--- config.mk ---
export PLATFORM = sky130hd
export DESIGN_NAME = ehps_mod_stage
export DESIGN_NICKNAME = d
export VERILOG_FILES = /design/src/rtl/ehps_pkg.sv /design/src/rtl/ehps_mod_stage.sv
export SDC_FILE = /design/constraint.sdc
export NUM_CORES = 1
export LEC_CHECK = 0
export ABC_AREA = 1
export BUFFER_PORTS_ARGS = -buffer_cell sky130_fd_sc_hd__clkbuf_2
export CAP_MARGIN = 20
export CORE_MARGIN = 2
export CORE_UTILIZATION = 58
export CTS_CLUSTER_DIAMETER = 30
export DETAILED_ROUTE_END_ITERATION = 6
export PLACE_DENSITY = 0.86
export SLEW_MARGIN = 25
export SYNTH_ARGS = -nofsm -noshare
export SYNTH_HDL_FRONTEND = slang
export SYNTH_SLANG_ARGS = --single-unit
--- constraint.sdc ---
create_clock -name clk -period 22.1 [get_ports clk]
set_clock_uncertainty 0.15 [all_clocks]
set_input_delay 4.42 -clock clk [delete_from_list [all_inputs] [get_ports clk]]
set_output_delay 4.42 -clock clk [all_outputs]
set_load 0.01 [all_outputs]
--- src/rtl/ehps_pkg.sv ---
// Package for the ECMP hash path select block: item types, register indexes,
// MurmurHash3 constants and the small per-step hash and modulo functions.
// No dependencies.
package ehps_pkg;

  localparam int unsigned CFG_IDX_W  = 1;
  localparam int unsigned CFG_DATA_W = 32;

  localparam logic [CFG_IDX_W-1:0] REG_HASH_SEED    = 1'd0;
  localparam logic [CFG_IDX_W-1:0] REG_SPRAY_ENABLE = 1'd1;

  localparam logic [7:0] PROTO_TCP  = 8'h06;
  localparam logic [7:0] PROTO_UDP  = 8'h11;
  localparam logic [7:0] PROTO_ACK  = 8'hFC;
  localparam logic [7:0] PROTO_NACK = 8'hFD;
  localparam logic [7:0] PROTO_CTRL_MIN = 8'hFC;

  localparam logic [1:0] TAG_SPRAY = 2'd2;

  localparam logic [31:0] MM_C1 = 32'hcc9e2d51;
  localparam logic [31:0] MM_C2 = 32'h1b873593;
  localparam logic [31:0] MM_N  = 32'he6546b64;
  localparam logic [31:0] MM_F1 = 32'h85ebca6b;
  localparam logic [31:0] MM_F2 = 32'hc2b2ae35;

  localparam logic [31:0] FLOW_KEY_LEN  = 32'd12;
  localparam logic [31:0] SPRAY_KEY_LEN = 32'd16;

  localparam int unsigned KEY_WORDS  = 4;
  localparam int unsigned MOD_STAGES = 4;
  localparam int unsigned MOD_BITS   = 8;

  typedef struct packed {
    logic [31:0] src_ip;
    logic [31:0] dst_ip;
    logic [7:0]  protocol;
    logic [15:0] src_port;
    logic [15:0] dst_port;
    logic [31:0] seq_num;
    logic [1:0]  workload_tag;
    logic [4:0]  path_count;
  } ehps_in_t;

  typedef struct packed {
    logic [3:0]  path_index;
    logic [31:0] hash_value;
    logic        unsupported;
  } ehps_out_t;

  typedef struct packed {
    logic       spray;
    logic       unsup;
    logic [4:0] cnt;
  } ehps_meta_t;

  typedef struct packed {
    logic        unsup;
    logic [4:0]  cnt;
    logic [4:0]  rem;
    logic [31:0] hash;
  } ehps_mod_t;

  function automatic logic [31:0] mm_step(input logic [31:0] h, input logic [31:0] k);
    logic [31:0] t;
    t = h ^ k;
    t = {t[18:0], t[31:19]};
    return t + {t[29:0], 2'b00} + MM_N;
  endfunction

  function automatic logic [4:0] mod_step(input logic [4:0] r, input logic b,
                                          input logic [4:0] cnt);
    logic [5:0] t;
    t = {r, b};
    if (t >= {1'b0, cnt}) begin
      t = t - {1'b0, cnt};
    end
    return t[4:0];
  endfunction

endpackage

--- src/rtl/ehps_mod_stage.sv ---
// One registered stage of the hash-modulo-path-count reduction.
// Folds eight hash bits into the remainder per stage; depends on ehps_pkg.
module ehps_mod_stage #(
  parameter int unsigned STG = 0
) (
  input  logic               clk,
  input  logic               rst_n,
  input  logic               up_valid,
  output logic               up_ready,
  input  ehps_pkg::ehps_mod_t up_data,
  output logic               dn_valid,
  input  logic               dn_ready,
  output ehps_pkg::ehps_mod_t dn_data
);
  import ehps_pkg::*;

  localparam int unsigned TOP = 31 - STG * MOD_BITS;

  logic      vld_r;
  ehps_mod_t data_r;
  ehps_mod_t data_nxt;

  always_comb begin
    data_nxt = up_data;
    for (int i = 0; i < MOD_BITS; i++) begin
      data_nxt.rem = mod_step(data_nxt.rem, up_data.hash[TOP-i], up_data.cnt);
    end
  end

  assign up_ready = !vld_r || dn_ready;

  always_ff @(posedge clk) begin
    if (!rst_n) begin
      vld_r <= 1'b0;
    end else if (up_ready) begin
      vld_r <= up_valid;
    end
  end

  always_ff @(posedge clk) begin
    if (up_ready && up_valid) begin
      data_r <= data_nxt;
    end
  end

  assign dn_valid = vld_r;
  assign dn_data  = data_r;

  a_rem_below_cnt: assert property (@(posedge clk) disable iff (!rst_n)
    vld_r |-> (data_r.rem < data_r.cnt))
    else $error("remainder not below path count");

  a_stall_holds: assert property (@(posedge clk) disable iff (!rst_n)
    vld_r && !dn_ready |=> vld_r && $stable(data_r))
    else $error("stalled stage changed");

  a_cnt_nonzero: assert property (@(posedge clk) disable iff (!rst_n)
    vld_r |-> (data_r.cnt != 5'd0))
    else $error("path count zero inside reduction");

endmodule

# After elaboration in Yosys (flattened, before gate mapping)
# Index checks and enable logic that the tools add are counted.
word_totals:
  reg_bits: 44
  in_bits: 47
  out_inout_bits: 45
  word_cells: 32
op_classes:
  n_mux: 8
  reduce_logical: 3
  n_addsub: 8
  n_lt_le_gt_ge: 8
ops:
  columns: ["operator", "n"]
  rows:
  - [">= comparator 6 x 5 -> 1 bit", 8]
  - ["2-to-1 mux 5 bit", 8]
  - ["subtractor 5 bit", 8]
  - ["logical AND 1 bit", 1]
  - ["logical NOT 1 bit", 1]
  - ["logical OR 1 bit", 1]

# Logic depth before layout (Yosys ltp)
logic_depth:
  depth_word: 16
  depth_mapped: 77
  depth_no_buf: 77

# Least setup slack after synthesis
# OpenSTA, ideal clock, no wires.
synth_path:
  path_kind: "input -> register"
  startpoint: "input up_data[31] (netlist name)"
  endpoint: "register data_r, in the netlist dn_data[32], data pin"
  t_arrival_ns: 14.344
  required_ns: 21.820
  n_path_buf: 0
  setup_slack_ns: 7.476
  setup_ns: 0.130
  path_stages: 67
  cell_sequence: "inv_1 -> ha_1 -> inv_1 -> fa_1 -> inv_1 -> nand2_1 -> inv_1 -> nor2_2 -> nor2_4 -> nand2_1 -> o21ai_0 -> inv_1 -> ha_1 -> nand2_1 -> nand3b_1 -> nor2b_1 -> nand3_2 -> o21ai_0 -> (+31 left out) -> nand3_4 -> nand2_1 -> nand2_1 -> inv_1 -> fa_1 -> o21ai_0 -> nand2_1 -> nand2_1 -> nor2_2 -> nand3_1 -> nand2_1 -> fa_1 -> a221o_1 -> a21boi_0 -> inv_1 -> nor2_2 -> nand3_1 -> nand2_1"
synth_rtl:
  columns: ["item", "line", "source"]
  rows:
  - ["from (decl)", "ehps_mod_stage.sv:10", "input ehps_pkg::ehps_mod_t up_data,"]
  - ["to (signal assigned)", "ehps_mod_stage.sv:42", "data_r <= data_nxt;"]
  - ["to (decl)", "ehps_mod_stage.sv:20", "ehps_mod_t data_r;"]

==> results.toml <==
[status]
status = "complete, no violations"

[final_layout]
layout_commonest_cell = "nand2_1"
multi_input_area_sq_um = 2079
drive_above_1_share_pct = 26.54
area_growth_pct = 19.28
n_antenna_cell = 0
register_area_sq_um = 1311
nets = 614
fillers = 436
final_cells = 595
final_cell_mix = "107 x nand2_1, 91 x clkbuf_2, 63 x inv_1"

[yosys]
avgSynthCellArea_sq_um = 8.654
ys_types = 27
ys_warn_count = 0
syn_area_sq_um = 3635
synthCells = 420
ys_seq_area_share_pct = 36.08
yosys_register_bits = 44
synth_fp_nets = 515

[critical_path]
cpMostUsedCell = "nand2_1"
cp.required_ns = 22.13
worst_path_max_delay_cell = "fa_1"
arrival_ns = 16.35
timing.rr.start = "dn_valid"
slowest_delay_ns = 0.53
critPathCaptureType = "register"
cp-startpoint = "up_data[38]"
crit_path_start_kind = "input port"
crit_path_max_fanout = 10
worstSetupPathType = "in -> reg"

[run]
cap_violations = 0

[timing]
setup_ws_ns = 5.773
slew_headroom_pct = 61.41
hold_viol = 0
post-route-period-util_pct = 73.88
fin_tns_setup_ns = 0
fmaxAchievable_mhz = 61.25
setup_viol = 0
worst_pin_slew_ns = 0.5789
rsz0062_at_grt = "no"
slew_violations = 0
period_minus_slack_ns = 16.33

[cts]
root_buffer = "clkbuf_8"
clkLatencyLatePin_ns = 0.30
cts.htree.levels = 2
clk_pin_slew_ns = 0.09
clock-sinks = 44
cts_resized = 0
cts_buffers = 5
cts_tree = "yes"
postCtsSetupBuffers = 0
hold_buffers = 0
cts.path.max_buffers = 2

[global_route]
grt_max_degree = 44
antenna_found_initial = 0
track_usage_pct = 27.53
grt-ovfl-total = 0
grt_pass1_vias = 3275
grt_pass1_wl_um = 15150

[floorplan]
start_util_pct = 60.67
ios = 92
rows = 28
die_height_um = 83.17
die-area_sq_um = 6916
core_sq_um = 5991
die_x_um = 83.17

[drt]
postRouteAntennaNets = 0
dr.pass1.iters = 4
drc = 0
wl_per_cell_um = 15.36
viasPerCell = 5.339
vias = 3177
drtIter0Drc = 227
totalWireLength_um = 9142

[place]
place.gp.congestion = 0.9412
dp_hpwl_um = 7187
port_buffers = 91
place_ws_ns = 5.658
place_inst = 587

[worst_hold_path]
hold_path.startpoint = "dn_valid"
hp-class = "reg -> reg"
layer usage:
| metal | global-route usage, % | vias to the layer above | wire length [um] |
|---|---|---|---|
| met5 | 0 | - | 0 |
| met4 | 15.35 | 0 | 395 |
| met3 | 5.070 | 30 | 639 |
| met2 | 48.39 | 147 | 4579 |
| met1 | 31.34 | 1421 | 3527 |
| li1 | - | 1579 | - |
critical path, delay by kind of cell:
family                     cells  cell delay, ns
buffers and inverters         16            1.73
AOI/OAI and AO/OA             12            3.33
adders and majority gates      8            3.18
and+or+nand+nor               33            3.64
cells in the mapped netlist:
cell | instances | share of area, %
edfxtp_1 | 43 | 36
nand2_2 | 8 | 1.4
a21boi_0 | 2 | 0.41
inv_1 | 63 | 6.5
xor2_1 | 13 | 3.1
nand2_1 | 107 | 11
a221o_1 | 1 | 0.28
nor2_2 | 9 | 1.5
o21ai_0 | 15 | 2.1
nor2_1 | 20 | 2.1
nand3b_1 | 2 | 0.41
nor2_4 | 2 | 0.62
nand3_1 | 31 | 4.3
nand3_2 | 4 | 1.1
nand4_1 | 1 | 0.17
dfxtp_1 | 1 | 0.55
a41oi_1 | 1 | 0.24
o31ai_1 | 3 | 0.62
fa_1 | 8 | 4.4
a21oi_1 | 16 | 2.2
ha_1 | 40 | 14
nand3_4 | 6 | 2.9
nand2_4 | 4 | 1.2
inv_2 | 5 | 0.52
o21ai_1 | 5 | 0.69
xnor2_1 | 9 | 2.2
nor2b_1 | 1 | 0.17
path summary, 6_finish.rpt:
| kind | to | slack, ns | depth (start not counted) |
|---|---|---|---|
| min reg2reg | dn_valid | 0.42 | 2 |
| max reg2reg | dn_data[11] | 20.58 | 2 |
| max | dn_data[34] | 5.77 | 69 |
| min | dn_valid | 0.42 | 2 |
cell families after synthesis:
kind of cell	synth area share [%]
AND/OR/NAND/NOR	26.92
buffers and inverters	7.023
adder cells (fa/ha/maj)	18.18
flip-flops	36.08
AO/OA/AOI/OAI	6.506
XOR/XNOR	5.301
per-stage QoR:
stage	hold WS [ns]	cell area, sq um	utilization (%)
after CTS	0.4218	4335	72.37
after floorplan	0.4453	3635	-
after global routing	0.4597	4335	72.37
final	0.4234	4335	72.37
after global placement	0.3894	4203	70.15
after detailed placement	0.4087	4203	70.15
state kept, by name (all words and copies together), names as in the netlist:
name      flops
dn_data      43
dn_valid      1
cell type report:
cell class,instances,area share (%)
multi-input combinational,308,47.97
sequential,44,30.25
timing repair buffer,92,10.68
inverter,68,5.887
tap,75,2.165
clock buffer,6,1.674
clock inverter,2,1.385
Power is left out: the tool's default activity adds up to more than one toggle a clock period on the data nets, which glitch-free logic cannot reach.
